==> src/assert_macros.svh <==
// assertion helpers shared by the rtl
`ifndef ASSERT_MACROS_SVH
`define ASSERT_MACROS_SVH

`ifndef SYNTHESIS

`define ASSERT_PROP(lbl, clk, rst, prop, msg) \
   lbl: assert property (@(posedge clk) disable iff (rst) prop) else $error(msg);

`define ASSERT_NEVER(lbl, clk, rst, cond, msg) \
   lbl: assert property (@(posedge clk) disable iff (rst) !(cond)) else $error(msg);

`else

`define ASSERT_PROP(lbl, clk, rst, prop, msg)

`define ASSERT_NEVER(lbl, clk, rst, cond, msg)

`endif

`endif

==> src/rsa_me_pkg.sv <==
`default_nettype none

package rsa_me_pkg;

   localparam int WORD_W      = 32;
   localparam int CSR_ADDR_W  = 4;
   localparam int PRIME_REG_W = 16;
   localparam int UPC_W       = 4;

   localparam logic [1:0] REG_PRIME_P  = 2'd0;
   localparam logic [1:0] REG_PRIME_Q  = 2'd1;
   localparam logic [1:0] REG_EXPONENT = 2'd2;

   typedef enum logic [1:0] {
      ACC_HOLD,
      ACC_DBL,
      ACC_ADD
   } acc_op_type;

   typedef enum logic [2:0] {
      LD_NONE,
      LD_INIT,
      LD_SAVE_M,
      LD_SQ,
      LD_MUL,
      LD_C_ACC,
      LD_NEXT_E,
      LD_OUT
   } ld_type;

   typedef enum logic [2:0] {
      J_NONE,
      J_N_SMALL,
      J_CNT_MORE,
      J_EBIT_ZERO,
      J_EXP_MORE,
      J_GCD_BUSY,
      J_OUT_BLOCKED
   } jmp_type;

   typedef struct packed {
      acc_op_type       acc_op;
      ld_type           ld;
      logic             gcd_start;
      jmp_type          jmp;
      logic [UPC_W-1:0] target;
      logic             last;
   } ctrl_word_type;

   typedef struct packed {
      logic n_small;
      logic cnt_last;
      logic ebit;
      logic exp_last;
      logic out_blocked;
   } dp_status_type;

   typedef struct packed {
      logic busy;
      logic coprime;
   } gcd_status_type;

   localparam ctrl_word_type CTRL_NOP = '{
      acc_op:    ACC_HOLD,
      ld:        LD_NONE,
      gcd_start: 1'b0,
      jmp:       J_NONE,
      target:    '0,
      last:      1'b0
   };

endpackage

`default_nettype wire

==> src/rsa_me_if.sv <==
`default_nettype none

interface rsa_me_req_if;
   import rsa_me_pkg::*;

   logic              valid;
   logic              ready;
   logic [WORD_W-1:0] message;

   modport source (output valid, output message, input ready);
   modport sink (input valid, input message, output ready);
endinterface

interface rsa_me_rsp_if;
   import rsa_me_pkg::*;

   logic              valid;
   logic              ready;
   logic [WORD_W-1:0] ciphertext;
   logic              exponent_coprime;

   modport source (output valid, output ciphertext, output exponent_coprime, input ready);
   modport sink (input valid, input ciphertext, input exponent_coprime, output ready);
endinterface

`default_nettype wire

==> src/rsa_me_csr.sv <==
`default_nettype none

module rsa_me_csr #(
   parameter int P_W = 16
) (
   input  wire logic                               clock,
   input  wire logic                               reset,
   input  wire logic                               psel,
   input  wire logic                               penable,
   input  wire logic                               pwrite,
   input  wire logic [rsa_me_pkg::CSR_ADDR_W-1:0]  paddr,
   input  wire logic [rsa_me_pkg::WORD_W-1:0]      pwdata,
   output logic      [rsa_me_pkg::WORD_W-1:0]      prdata,
   output logic                                    pready,
   output logic      [rsa_me_pkg::WORD_W-1:0]      exponent,
   output logic      [2*P_W-1:0]                   modulus,
   output logic      [2*P_W-1:0]                   totient
);
   import rsa_me_pkg::*;

   localparam int NW = 2 * P_W;

   logic [P_W-1:0]    p_ff, p_in;
   logic [P_W-1:0]    q_ff, q_in;
   logic [WORD_W-1:0] e_ff, e_in;
   logic [NW-1:0]     n_ff, phi_ff;
   logic [P_W-1:0]    pm1, qm1;
   logic              wr_en;
   logic [1:0]        reg_idx;

   assign pready  = 1'b1;
   assign reg_idx = paddr[CSR_ADDR_W-1:2];
   assign wr_en   = psel && penable && pwrite && pready;

   always_comb begin
      p_in = p_ff;
      q_in = q_ff;
      e_in = e_ff;
      if (wr_en) begin
         case (reg_idx)
            REG_PRIME_P: p_in = pwdata[P_W-1:0];
            REG_PRIME_Q: q_in = pwdata[P_W-1:0];
            REG_EXPONENT: e_in = pwdata;
            default: ;
         endcase
      end
   end

   always_comb begin
      case (reg_idx)
         REG_PRIME_P: prdata = WORD_W'(p_ff);
         REG_PRIME_Q: prdata = WORD_W'(q_ff);
         REG_EXPONENT: prdata = e_ff;
         default: prdata = '0;
      endcase
   end

   // saturate at zero for primes below one
   assign pm1 = (p_ff != '0) ? p_ff - 1'b1 : '0;
   assign qm1 = (q_ff != '0) ? q_ff - 1'b1 : '0;

   always_ff @(posedge clock) begin
      if (reset) begin
         p_ff <= P_W'(61);
         q_ff <= P_W'(53);
         e_ff <= WORD_W'(17);
      end else begin
         p_ff <= p_in;
         q_ff <= q_in;
         e_ff <= e_in;
      end
   end

   always_ff @(posedge clock) begin
      n_ff   <= {{P_W{1'b0}}, p_ff} * {{P_W{1'b0}}, q_ff};
      phi_ff <= {{P_W{1'b0}}, pm1} * {{P_W{1'b0}}, qm1};
   end

   assign exponent = e_ff;
   assign modulus  = n_ff;
   assign totient  = phi_ff;

endmodule

`default_nettype wire

==> src/rsa_me_gcd.sv <==
`default_nettype none

module rsa_me_gcd #(
   parameter int PHI_W = 32
) (
   input  wire logic                          clock,
   input  wire logic                          reset,
   input  wire logic                          start,
   input  wire logic [rsa_me_pkg::WORD_W-1:0] exponent,
   input  wire logic [PHI_W-1:0]              totient,
   output rsa_me_pkg::gcd_status_type         status
);
   import rsa_me_pkg::*;

   logic [WORD_W-1:0] x_ff, x_in;
   logic [WORD_W-1:0] y_ff, y_in;
   logic              busy_ff, busy_in;
   logic              cop_ff, cop_in;
   logic              x_ge_y;
   logic [WORD_W-1:0] diff;

   assign x_ge_y = x_ff >= y_ff;
   assign diff   = x_ge_y ? x_ff - y_ff : y_ff - x_ff;

   // binary gcd, only the test for one is kept
   always_comb begin
      x_in    = x_ff;
      y_in    = y_ff;
      busy_in = busy_ff;
      cop_in  = cop_ff;
      if (start) begin
         x_in    = exponent;
         y_in    = WORD_W'(totient);
         busy_in = 1'b1;
      end else if (busy_ff) begin
         if (x_ff == '0) begin
            cop_in  = (y_ff == WORD_W'(1));
            busy_in = 1'b0;
         end else if (y_ff == '0) begin
            cop_in  = (x_ff == WORD_W'(1));
            busy_in = 1'b0;
         end else if (!x_ff[0] && !y_ff[0]) begin
            cop_in  = 1'b0;
            busy_in = 1'b0;
         end else if (!x_ff[0]) begin
            x_in = x_ff >> 1;
         end else if (!y_ff[0]) begin
            y_in = y_ff >> 1;
         end else if (x_ge_y) begin
            x_in = diff;
         end else begin
            y_in = diff;
         end
      end
   end

   always_ff @(posedge clock) begin
      if (reset) begin
         busy_ff <= 1'b0;
         cop_ff  <= 1'b0;
      end else begin
         busy_ff <= busy_in;
         cop_ff  <= cop_in;
      end
   end

   always_ff @(posedge clock) begin
      x_ff <= x_in;
      y_ff <= y_in;
   end

   assign status.busy    = busy_ff;
   assign status.coprime = cop_ff;

endmodule

`default_nettype wire

==> src/rsa_me_dp.sv <==
`default_nettype none
`include "assert_macros.svh"

module rsa_me_dp #(
   parameter int P_W = 16
) (
   input  wire logic                          clock,
   input  wire logic                          reset,
   input  wire logic                          accept,
   input  wire logic [rsa_me_pkg::WORD_W-1:0] message,
   input  wire logic [rsa_me_pkg::WORD_W-1:0] exponent,
   input  wire logic [2*P_W-1:0]              modulus,
   input  wire logic                          coprime,
   input  wire rsa_me_pkg::ctrl_word_type     ctrl,
   input  wire logic                          rsp_ready,
   output rsa_me_pkg::dp_status_type          status,
   output logic                               rsp_valid,
   output logic      [rsa_me_pkg::WORD_W-1:0] ciphertext,
   output logic                               exponent_coprime
);
   import rsa_me_pkg::*;

   localparam int NW    = 2 * P_W;
   localparam int CNT_W = $clog2(WORD_W);

   logic [NW-1:0]     acc_ff, acc_in;
   logic [NW-1:0]     a_ff, a_in;
   logic [NW-1:0]     m_ff, m_in;
   logic [NW-1:0]     c_ff, c_in;
   logic [WORD_W-1:0] b_ff, b_in;
   logic [WORD_W-1:0] esh_ff, esh_in;
   logic [CNT_W-1:0]  cnt_ff, cnt_in;
   logic [CNT_W-1:0]  ecnt_ff, ecnt_in;
   logic              rsp_valid_ff, rsp_valid_in;
   logic [WORD_W-1:0] cipher_ff, cipher_in;
   logic              cop_ff, cop_in;

   logic [NW-1:0]     add_y;
   logic [NW:0]       sum, diff;
   logic [NW-1:0]     mod_res;
   logic              n_small, out_blocked;

   assign n_small     = (modulus[NW-1:1] == '0);
   assign out_blocked = rsp_valid_ff && !rsp_ready;

   // shared add and restoring reduction
   assign add_y   = (ctrl.acc_op == ACC_DBL) ? acc_ff : a_ff;
   assign sum     = {1'b0, acc_ff} + {1'b0, add_y};
   assign diff    = sum - {1'b0, modulus};
   assign mod_res = (sum >= {1'b0, modulus}) ? diff[NW-1:0] : sum[NW-1:0];

   always_comb begin
      acc_in       = acc_ff;
      a_in         = a_ff;
      m_in         = m_ff;
      c_in         = c_ff;
      b_in         = b_ff;
      esh_in       = esh_ff;
      cnt_in       = cnt_ff;
      ecnt_in      = ecnt_ff;
      cipher_in    = cipher_ff;
      cop_in       = cop_ff;
      rsp_valid_in = rsp_valid_ff;

      if (rsp_valid_ff && rsp_ready) begin
         rsp_valid_in = 1'b0;
      end
      if (accept) begin
         b_in = message;
      end

      case (ctrl.ld)
         LD_INIT: begin
            a_in   = NW'(1);
            acc_in = '0;
            cnt_in = '0;
            esh_in = exponent;
         end
         LD_SAVE_M: begin
            m_in    = acc_ff;
            c_in    = NW'(1);
            ecnt_in = '0;
         end
         LD_SQ: begin
            a_in   = c_ff;
            b_in   = WORD_W'(c_ff);
            acc_in = '0;
            cnt_in = '0;
         end
         LD_MUL: begin
            a_in   = m_ff;
            b_in   = WORD_W'(c_ff);
            acc_in = '0;
            cnt_in = '0;
         end
         LD_C_ACC: begin
            c_in = acc_ff;
         end
         LD_NEXT_E: begin
            esh_in  = esh_ff << 1;
            ecnt_in = ecnt_ff + 1'b1;
         end
         LD_OUT: begin
            if (!out_blocked) begin
               cipher_in    = n_small ? '0 : WORD_W'(c_ff);
               cop_in       = coprime;
               rsp_valid_in = 1'b1;
            end
         end
         default: ;
      endcase

      case (ctrl.acc_op)
         ACC_DBL: begin
            acc_in = mod_res;
         end
         ACC_ADD: begin
            if (b_ff[WORD_W-1]) begin
               acc_in = mod_res;
            end
            b_in   = b_ff << 1;
            cnt_in = cnt_ff + 1'b1;
         end
         default: ;
      endcase
   end

   always_ff @(posedge clock) begin
      if (reset) begin
         rsp_valid_ff <= 1'b0;
      end else begin
         rsp_valid_ff <= rsp_valid_in;
      end
   end

   always_ff @(posedge clock) begin
      acc_ff    <= acc_in;
      a_ff      <= a_in;
      m_ff      <= m_in;
      c_ff      <= c_in;
      b_ff      <= b_in;
      esh_ff    <= esh_in;
      cnt_ff    <= cnt_in;
      ecnt_ff   <= ecnt_in;
      cipher_ff <= cipher_in;
      cop_ff    <= cop_in;
   end

   assign status.n_small     = n_small;
   assign status.cnt_last    = (cnt_ff == '1);
   assign status.ebit        = esh_ff[WORD_W-1];
   assign status.exp_last    = (ecnt_ff == '1);
   assign status.out_blocked = out_blocked;

   assign rsp_valid        = rsp_valid_ff;
   assign ciphertext       = cipher_ff;
   assign exponent_coprime = cop_ff;

   `ASSERT_PROP(a_operands_reduced, clock, reset, (ctrl.acc_op != ACC_HOLD) |-> (acc_ff < modulus) && (a_ff < modulus), "operand not reduced below modulus")
   `ASSERT_PROP(a_result_from_output_step, clock, reset, $rose(rsp_valid_ff) |-> $past(ctrl.ld == LD_OUT), "result raised outside output step")

endmodule

`default_nettype wire

==> src/rsa_me_seq.sv <==
`default_nettype none
`include "assert_macros.svh"

module rsa_me_seq (
   input  wire logic                       clock,
   input  wire logic                       reset,
   input  wire logic                       start,
   input  wire rsa_me_pkg::dp_status_type  dp_status,
   input  wire rsa_me_pkg::gcd_status_type gcd_status,
   output rsa_me_pkg::ctrl_word_type       ctrl,
   output logic                            idle
);
   import rsa_me_pkg::*;

   localparam logic [UPC_W-1:0] UPC_INIT   = 4'd0;
   localparam logic [UPC_W-1:0] UPC_CHKN   = 4'd1;
   localparam logic [UPC_W-1:0] UPC_RDBL   = 4'd2;
   localparam logic [UPC_W-1:0] UPC_RADD   = 4'd3;
   localparam logic [UPC_W-1:0] UPC_SAVEM  = 4'd4;
   localparam logic [UPC_W-1:0] UPC_SQLD   = 4'd5;
   localparam logic [UPC_W-1:0] UPC_SQDBL  = 4'd6;
   localparam logic [UPC_W-1:0] UPC_SQADD  = 4'd7;
   localparam logic [UPC_W-1:0] UPC_SQSV   = 4'd8;
   localparam logic [UPC_W-1:0] UPC_MLD    = 4'd9;
   localparam logic [UPC_W-1:0] UPC_MDBL   = 4'd10;
   localparam logic [UPC_W-1:0] UPC_MADD   = 4'd11;
   localparam logic [UPC_W-1:0] UPC_MSV    = 4'd12;
   localparam logic [UPC_W-1:0] UPC_NEXT   = 4'd13;
   localparam logic [UPC_W-1:0] UPC_WAITG  = 4'd14;
   localparam logic [UPC_W-1:0] UPC_OUT    = 4'd15;

   function automatic ctrl_word_type make_word(input acc_op_type a, input ld_type l,
                                               input logic g, input jmp_type j,
                                               input logic [UPC_W-1:0] t, input logic e);
      ctrl_word_type w;
      w.acc_op    = a;
      w.ld        = l;
      w.gcd_start = g;
      w.jmp       = j;
      w.target    = t;
      w.last      = e;
      return w;
   endfunction

   function automatic ctrl_word_type rom_word(input logic [UPC_W-1:0] addr);
      ctrl_word_type w;
      case (addr)
         UPC_INIT:  w = make_word(ACC_HOLD, LD_INIT, 1'b0, J_NONE, UPC_INIT, 1'b0);
         UPC_CHKN:  w = make_word(ACC_HOLD, LD_NONE, 1'b1, J_N_SMALL, UPC_WAITG, 1'b0);
         UPC_RDBL:  w = make_word(ACC_DBL, LD_NONE, 1'b0, J_NONE, UPC_INIT, 1'b0);
         UPC_RADD:  w = make_word(ACC_ADD, LD_NONE, 1'b0, J_CNT_MORE, UPC_RDBL, 1'b0);
         UPC_SAVEM: w = make_word(ACC_HOLD, LD_SAVE_M, 1'b0, J_NONE, UPC_INIT, 1'b0);
         UPC_SQLD:  w = make_word(ACC_HOLD, LD_SQ, 1'b0, J_NONE, UPC_INIT, 1'b0);
         UPC_SQDBL: w = make_word(ACC_DBL, LD_NONE, 1'b0, J_NONE, UPC_INIT, 1'b0);
         UPC_SQADD: w = make_word(ACC_ADD, LD_NONE, 1'b0, J_CNT_MORE, UPC_SQDBL, 1'b0);
         UPC_SQSV:  w = make_word(ACC_HOLD, LD_C_ACC, 1'b0, J_EBIT_ZERO, UPC_NEXT, 1'b0);
         UPC_MLD:   w = make_word(ACC_HOLD, LD_MUL, 1'b0, J_NONE, UPC_INIT, 1'b0);
         UPC_MDBL:  w = make_word(ACC_DBL, LD_NONE, 1'b0, J_NONE, UPC_INIT, 1'b0);
         UPC_MADD:  w = make_word(ACC_ADD, LD_NONE, 1'b0, J_CNT_MORE, UPC_MDBL, 1'b0);
         UPC_MSV:   w = make_word(ACC_HOLD, LD_C_ACC, 1'b0, J_NONE, UPC_INIT, 1'b0);
         UPC_NEXT:  w = make_word(ACC_HOLD, LD_NEXT_E, 1'b0, J_EXP_MORE, UPC_SQLD, 1'b0);
         UPC_WAITG: w = make_word(ACC_HOLD, LD_NONE, 1'b0, J_GCD_BUSY, UPC_WAITG, 1'b0);
         UPC_OUT:   w = make_word(ACC_HOLD, LD_OUT, 1'b0, J_OUT_BLOCKED, UPC_OUT, 1'b1);
         default:   w = CTRL_NOP;
      endcase
      return w;
   endfunction

   logic [UPC_W-1:0] upc_ff, upc_in;
   logic             busy_ff, busy_in;
   ctrl_word_type    word;
   logic             taken;

   always_comb begin
      word = busy_ff ? rom_word(upc_ff) : CTRL_NOP;
      case (word.jmp)
         J_N_SMALL:     taken = dp_status.n_small;
         J_CNT_MORE:    taken = !dp_status.cnt_last;
         J_EBIT_ZERO:   taken = !dp_status.ebit;
         J_EXP_MORE:    taken = !dp_status.exp_last;
         J_GCD_BUSY:    taken = gcd_status.busy;
         J_OUT_BLOCKED: taken = dp_status.out_blocked;
         default:       taken = 1'b0;
      endcase
   end

   always_comb begin
      upc_in  = upc_ff;
      busy_in = busy_ff;
      if (start) begin
         upc_in  = UPC_INIT;
         busy_in = 1'b1;
      end else if (busy_ff) begin
         if (taken) begin
            upc_in = word.target;
         end else if (word.last) begin
            busy_in = 1'b0;
         end else begin
            upc_in = upc_ff + 1'b1;
         end
      end
   end

   always_ff @(posedge clock) begin
      if (reset) begin
         upc_ff  <= UPC_INIT;
         busy_ff <= 1'b0;
      end else begin
         upc_ff  <= upc_in;
         busy_ff <= busy_in;
      end
   end

   assign ctrl = word;
   assign idle = !busy_ff;

   `ASSERT_PROP(a_start_enters_init, clock, reset, start |=> busy_ff && (upc_ff == UPC_INIT), "transaction did not enter first step")
   `ASSERT_PROP(a_done_from_output, clock, reset, $fell(busy_ff) |-> ($past(upc_ff) == UPC_OUT), "program ended outside output step")
   `ASSERT_NEVER(a_no_start_when_busy, clock, reset, start && busy_ff, "transaction accepted while busy")

endmodule

`default_nettype wire

==> src/rsa_modular_exponentiation_core.sv <==
`default_nettype none

// Textbook RSA encryption of one 32-bit word per transaction: ciphertext is
// message to the power public_exponent modulo prime_p * prime_q, and
// exponent_coprime tells whether the exponent is coprime to (p-1)(q-1).
// Registers sit on the APB port at 0x0 (prime_p), 0x4 (prime_q) and 0x8
// (public_exponent); write them only while no transaction is in flight. A
// small microcode program drives one shared add/compare reduction unit: each
// modular multiply doubles, then conditionally adds, for each of 32 multiplier
// bits. A transaction runs one reduction of the message, 32 squarings and one
// multiply per set bit in the exponent. When the modulus is below two the
// result follows the gcd unit. The next message is accepted as soon as the
// result is in the output register.

module rsa_modular_exponentiation_core #(
   parameter int PRIME_WIDTH = 16
) (
   input  wire logic                              clock,
   input  wire logic                              reset,
   rsa_me_req_if.sink                             req_ch,
   rsa_me_rsp_if.source                           rsp_ch,
   input  wire logic                              psel,
   input  wire logic                              penable,
   input  wire logic                              pwrite,
   input  wire logic [rsa_me_pkg::CSR_ADDR_W-1:0] paddr,
   input  wire logic [rsa_me_pkg::WORD_W-1:0]     pwdata,
   output logic      [rsa_me_pkg::WORD_W-1:0]     prdata,
   output logic                                   pready
);
   import rsa_me_pkg::*;

   localparam int P_W = (PRIME_WIDTH < PRIME_REG_W) ? PRIME_WIDTH : PRIME_REG_W;
   localparam int NW  = 2 * P_W;

   logic [WORD_W-1:0] exponent;
   logic [NW-1:0]     modulus;
   logic [NW-1:0]     totient;
   ctrl_word_type     ctrl;
   dp_status_type     dp_status;
   gcd_status_type    gcd_status;
   logic              idle;
   logic              accept;

   assign req_ch.ready = idle;
   assign accept       = req_ch.valid && idle;

   rsa_me_csr #(
      .P_W(P_W)
   ) u_csr (
      .clock(clock),
      .reset(reset),
      .psel(psel),
      .penable(penable),
      .pwrite(pwrite),
      .paddr(paddr),
      .pwdata(pwdata),
      .prdata(prdata),
      .pready(pready),
      .exponent(exponent),
      .modulus(modulus),
      .totient(totient)
   );

   rsa_me_gcd #(
      .PHI_W(NW)
   ) u_gcd (
      .clock(clock),
      .reset(reset),
      .start(ctrl.gcd_start),
      .exponent(exponent),
      .totient(totient),
      .status(gcd_status)
   );

   rsa_me_seq u_seq (
      .clock(clock),
      .reset(reset),
      .start(accept),
      .dp_status(dp_status),
      .gcd_status(gcd_status),
      .ctrl(ctrl),
      .idle(idle)
   );

   rsa_me_dp #(
      .P_W(P_W)
   ) u_dp (
      .clock(clock),
      .reset(reset),
      .accept(accept),
      .message(req_ch.message),
      .exponent(exponent),
      .modulus(modulus),
      .coprime(gcd_status.coprime),
      .ctrl(ctrl),
      .rsp_ready(rsp_ch.ready),
      .status(dp_status),
      .rsp_valid(rsp_ch.valid),
      .ciphertext(rsp_ch.ciphertext),
      .exponent_coprime(rsp_ch.exponent_coprime)
   );

endmodule

`default_nettype wire

==> src/flat_wrapper.sv <==
// flat-port wrapper written by rule: the top's interface ports become plain ports
module rsa_modular_exponentiation_core_flat import rsa_me_pkg::*;
#(
   parameter int PRIME_WIDTH = 16
)
  (clock, reset, psel, penable, pwrite, paddr, pwdata, prdata, pready, req_ch_valid, req_ch_message, req_ch_ready, rsp_ch_valid, rsp_ch_ciphertext, rsp_ch_exponent_coprime, rsp_ch_ready);
  rsa_me_req_if req_ch_i ();
  rsa_me_rsp_if rsp_ch_i ();
  input  wire logic clock;
  input  wire logic reset;
  input  wire logic psel;
  input  wire logic penable;
  input  wire logic pwrite;
  input  wire logic [rsa_me_pkg::CSR_ADDR_W-1:0] paddr;
  input  wire logic [rsa_me_pkg::WORD_W-1:0] pwdata;
  output logic      [rsa_me_pkg::WORD_W-1:0] prdata;
  output logic pready;
  input wire logic [$bits(req_ch_i.valid)-1:0] req_ch_valid;
  input wire logic [$bits(req_ch_i.message)-1:0] req_ch_message;
  output wire logic [$bits(req_ch_i.ready)-1:0] req_ch_ready;
  output wire logic [$bits(rsp_ch_i.valid)-1:0] rsp_ch_valid;
  output wire logic [$bits(rsp_ch_i.ciphertext)-1:0] rsp_ch_ciphertext;
  output wire logic [$bits(rsp_ch_i.exponent_coprime)-1:0] rsp_ch_exponent_coprime;
  input wire logic [$bits(rsp_ch_i.ready)-1:0] rsp_ch_ready;
  assign req_ch_i.valid = req_ch_valid;
  assign req_ch_i.message = req_ch_message;
  assign req_ch_ready = req_ch_i.ready;
  assign rsp_ch_valid = rsp_ch_i.valid;
  assign rsp_ch_ciphertext = rsp_ch_i.ciphertext;
  assign rsp_ch_exponent_coprime = rsp_ch_i.exponent_coprime;
  assign rsp_ch_i.ready = rsp_ch_ready;
  rsa_modular_exponentiation_core #(.PRIME_WIDTH(PRIME_WIDTH)) u_core (.clock(clock), .reset(reset), .req_ch(req_ch_i), .rsp_ch(rsp_ch_i), .psel(psel), .penable(penable), .pwrite(pwrite), .paddr(paddr), .pwdata(pwdata), .prdata(prdata), .pready(pready));
endmodule
==> config.mk <==
export PLATFORM = sky130hd
export DESIGN_NAME = rsa_modular_exponentiation_core_flat
export DESIGN_NICKNAME = d
export VERILOG_FILES = /design/src/rsa_me_pkg.sv /design/src/rsa_me_if.sv /design/src/rsa_me_csr.sv /design/src/rsa_me_gcd.sv /design/src/rsa_me_dp.sv /design/src/rsa_me_seq.sv /design/src/rsa_modular_exponentiation_core.sv /design/src/flat_wrapper.sv
export VERILOG_INCLUDE_DIRS = /design/src /design/src/src
export SDC_FILE = /design/constraint.sdc
export NUM_CORES = 2
export LEC_CHECK = 0
export BUFFER_PORTS_ARGS = -buffer_cell sky130_fd_sc_hd__buf_2
export CORE_UTILIZATION = 33
export CTS_BUF_LIST = sky130_fd_sc_hd__clkbuf_16
export DETAILED_ROUTE_END_ITERATION = 8
export PLACE_DENSITY = 0.55
export SETUP_SLACK_MARGIN = 0.02
export SYNTH_ARGS = -nofsm -noshare
export SYNTH_HDL_FRONTEND = slang
export SYNTH_SLANG_ARGS = --single-unit
==> constraint.sdc <==
create_clock -name clock -period 11 [get_ports clock]
set_clock_uncertainty 0.05 [all_clocks]
set_input_delay 0.55 -clock clock [delete_from_list [all_inputs] [get_ports clock]]
set_output_delay 0.55 -clock clock [all_outputs]
set_load 0.01 [all_outputs]
==> metrics.yaml <==
drt:
  finalWirelength_um: 122000
  dr.pass1.iters: 5
  wire_per_inst_um: 19.2
  drtIter0Drc: 2436
  viasPerCell: 5.10
  drc: 0
  drtAntennaViolNets: 0
  vias: 32200
clocking:
  htreeDepth: 2
  cts_resized: 0
  clock-sinks: 449
  cts_made_buffers: 52
  clk_pin_slew_ns: 0.06
  cts_tree: "done"
  insertion_delay_ns: 0.68
  cts_setup_buffers: 0
  cts_hold_buf: 0
  ctsLongestPathBuffers: 3
  clockRootBuffer: "clkbuf_16"
synthesis:
  synth_top_area_share_pct: 19.0
  synth_nets: 5401
  synth_common_cells: "637 x nand2_1, 606 x inv_1, 392 x fa_1"
  ys_ff_latch: 449
  synth_most_common_cell: "nand2_1"
  synth-seq-area-share_pct: 27.7
  synthArstFlopShare_pct: 0
  syn_inst: 4582
  synthTopCellsByArea: "edfxtp_1 19%, fa_1 19%, ha_1 10%"
  synth_area_per_cell_um2: 9.17
  syn-cell-area_mm2: 0.0420
  ys_types: 88
  synth_area_leader_cell: "edfxtp_1"
  yosys_warnings: 0
  synth_edf_count: 266
  synth-main-ff-cell: "edfxtp_1"
worst_setup_path:
  path_delay_family: "adder cells"
  crit_path_start_kind: "register"
  worstSetupPathType: "register to register"
  reg2reg_slack_ns: 1.62
  cp_slowest_cell: "and2b_1"
  required_ns: 11.45
  critPathBufInv: 4
  cp_slowest_stage_delay_ns: 0.67
  cpMostUsedCell: "fa_1"
  arrival_ns: 9.83
  worst_setup_path_end_kind: "register"
  cp_max_fo: 27
timing:
  finalWorstSetupSlack_ns: 1.62
  rsz0062_at_grt: "false"
  slew_headroom_pct: 11.5
  post-route-period-util_pct: 85.2
  tns_ns: 0
  min_period_ns: 9.38
  report.final.slew_viol_count: 0
  worst_pin_slew_ns: 1.31
  max_freq_ghz: 0.107
  final_hold_viol_count: 0
  final-setup-viol-count: 0
layout:
  nNetsFinal: 5436
  syn_to_final_growth_pct: 10.2
  final_core_util_pct: 36.8
  finalNonFillerCells: 6319
  drive_above_1_share_pct: 8.86
floorplan:
  die_area_mm2: 0.129
  core_mm2: 0.126
  die-width_um: 359
  ioPinCount: 143
  start_util_pct: 33.4
  die_y_um: 359
  std_cell_rows: 130
status:
  outcome: "finished, final reports clean"
run:
  drv_cap: 0
placement:
  dp.cells: 6213
  portBuffers: 139
  hpwl_um: 93100
  pre_cts_ws_ns: 1.73
  gp_congestion: 0.917
grt:
  grt_max_degree: 93
  grt_pass1_wl_um: 189000
  grt_remaining_overflow: 0
  antenna_found_initial: 21
  first_global_vias: 32400
  track_usage_pct: 18.8
power:
  p_leak_uw: 0.0210
  p_per_area_mw_per_mm2: 102
  vdd_drop_max_uv: 97.0
hold_path:
  hold_class: "input pin to register"
final cells by class:
type	count	area, um^2
fill	12800	79600
multi-input combinational	3305	27300
sequential	449	11700
inverter	608	2280
tap	1650	2060
clock buffer	52	1300
timing repair buffer	201	1160
clock inverter	46	523
antenna	8	20.0
tightest hold or removal path: stages:
cell     delay, ns
buf_2         0.10
nand2_1       0.04
a21oi_1       0.05
power by group:
| group | total, uW | switching, uW | internal, uW |
|---|---|---|---|
| sequential | 1900 | 48.4 | 1850 |
| combinational | 946 | 559 | 387 |
| clock | 1860 | 792 | 1060 |
| total | 4700 | 1400 | 3300 |
layout by cell type, fill, tap and decap left out, types with 139 or more instances in the layout:
cell type,Yosys,layout
buf_2,8,139
ha_1,352,351
a21oi_1,244,244
edfxtp_1,266,266
nor2_1,299,291
inv_1,606,614
nand2_1,637,635
dfxtp_1,183,183
fa_1,392,392
and2_1,174,174
metrics by stage:
stage / cell area, um^2 / power (uW) / hold slack (ns)
final: 46300 / 4700 / 0.0544
after global routing: 46300 / 4940 / 0.0556
after CTS: 46300 / 4760 / 0.00494
after detailed placement: 44500 / 2880 / 0.366
after global placement: 44500 / 2880 / 0.361
after floorplan: 42000 / 2620 / 0.352
final timing paths:
path	depth (start not counted)	start	to
max	27	u_core.u_csr.p_ff[0]	u_core.u_csr.totient[28]
min	3	pwdata[30]	u_core.u_csr.exponent[30]
min reg2reg	0	u_core.u_gcd.cop_ff	u_core.u_dp.exponent_coprime
max reg2reg	27	u_core.u_csr.p_ff[0]	u_core.u_csr.totient[28]
cells by family (layout without fill, tap and decap cells):
| group | count (synthesis) | after routing | synth area share, % |
|---|---|---|---|
| muxes | 149 | 149 | 3.75 |
| buffers and inverters | 828 | 907 | 7.49 |
| other | 1 | 9 | 0.00892 |
| DFF | 449 | 449 | 27.7 |
| and+or+nand+nor | 1421 | 1421 | 15.5 |
| adders and majority gates | 744 | 744 | 29.2 |
| xor gates and xnor gates | 198 | 198 | 4.13 |
| AOI/OAI and AO/OA | 792 | 792 | 12.2 |
metal layers:
layer  vias to the layer above  GRT usage [%]  wire length, um
li1                      15200              -                -
met1                     15900           26.2            56600
met2                       859           28.5            52200
met3                       179           4.62             9480
met4                        18           5.51             3150
met5                         -              0              111
No activity file was read; power rests on OpenSTA's default activity.
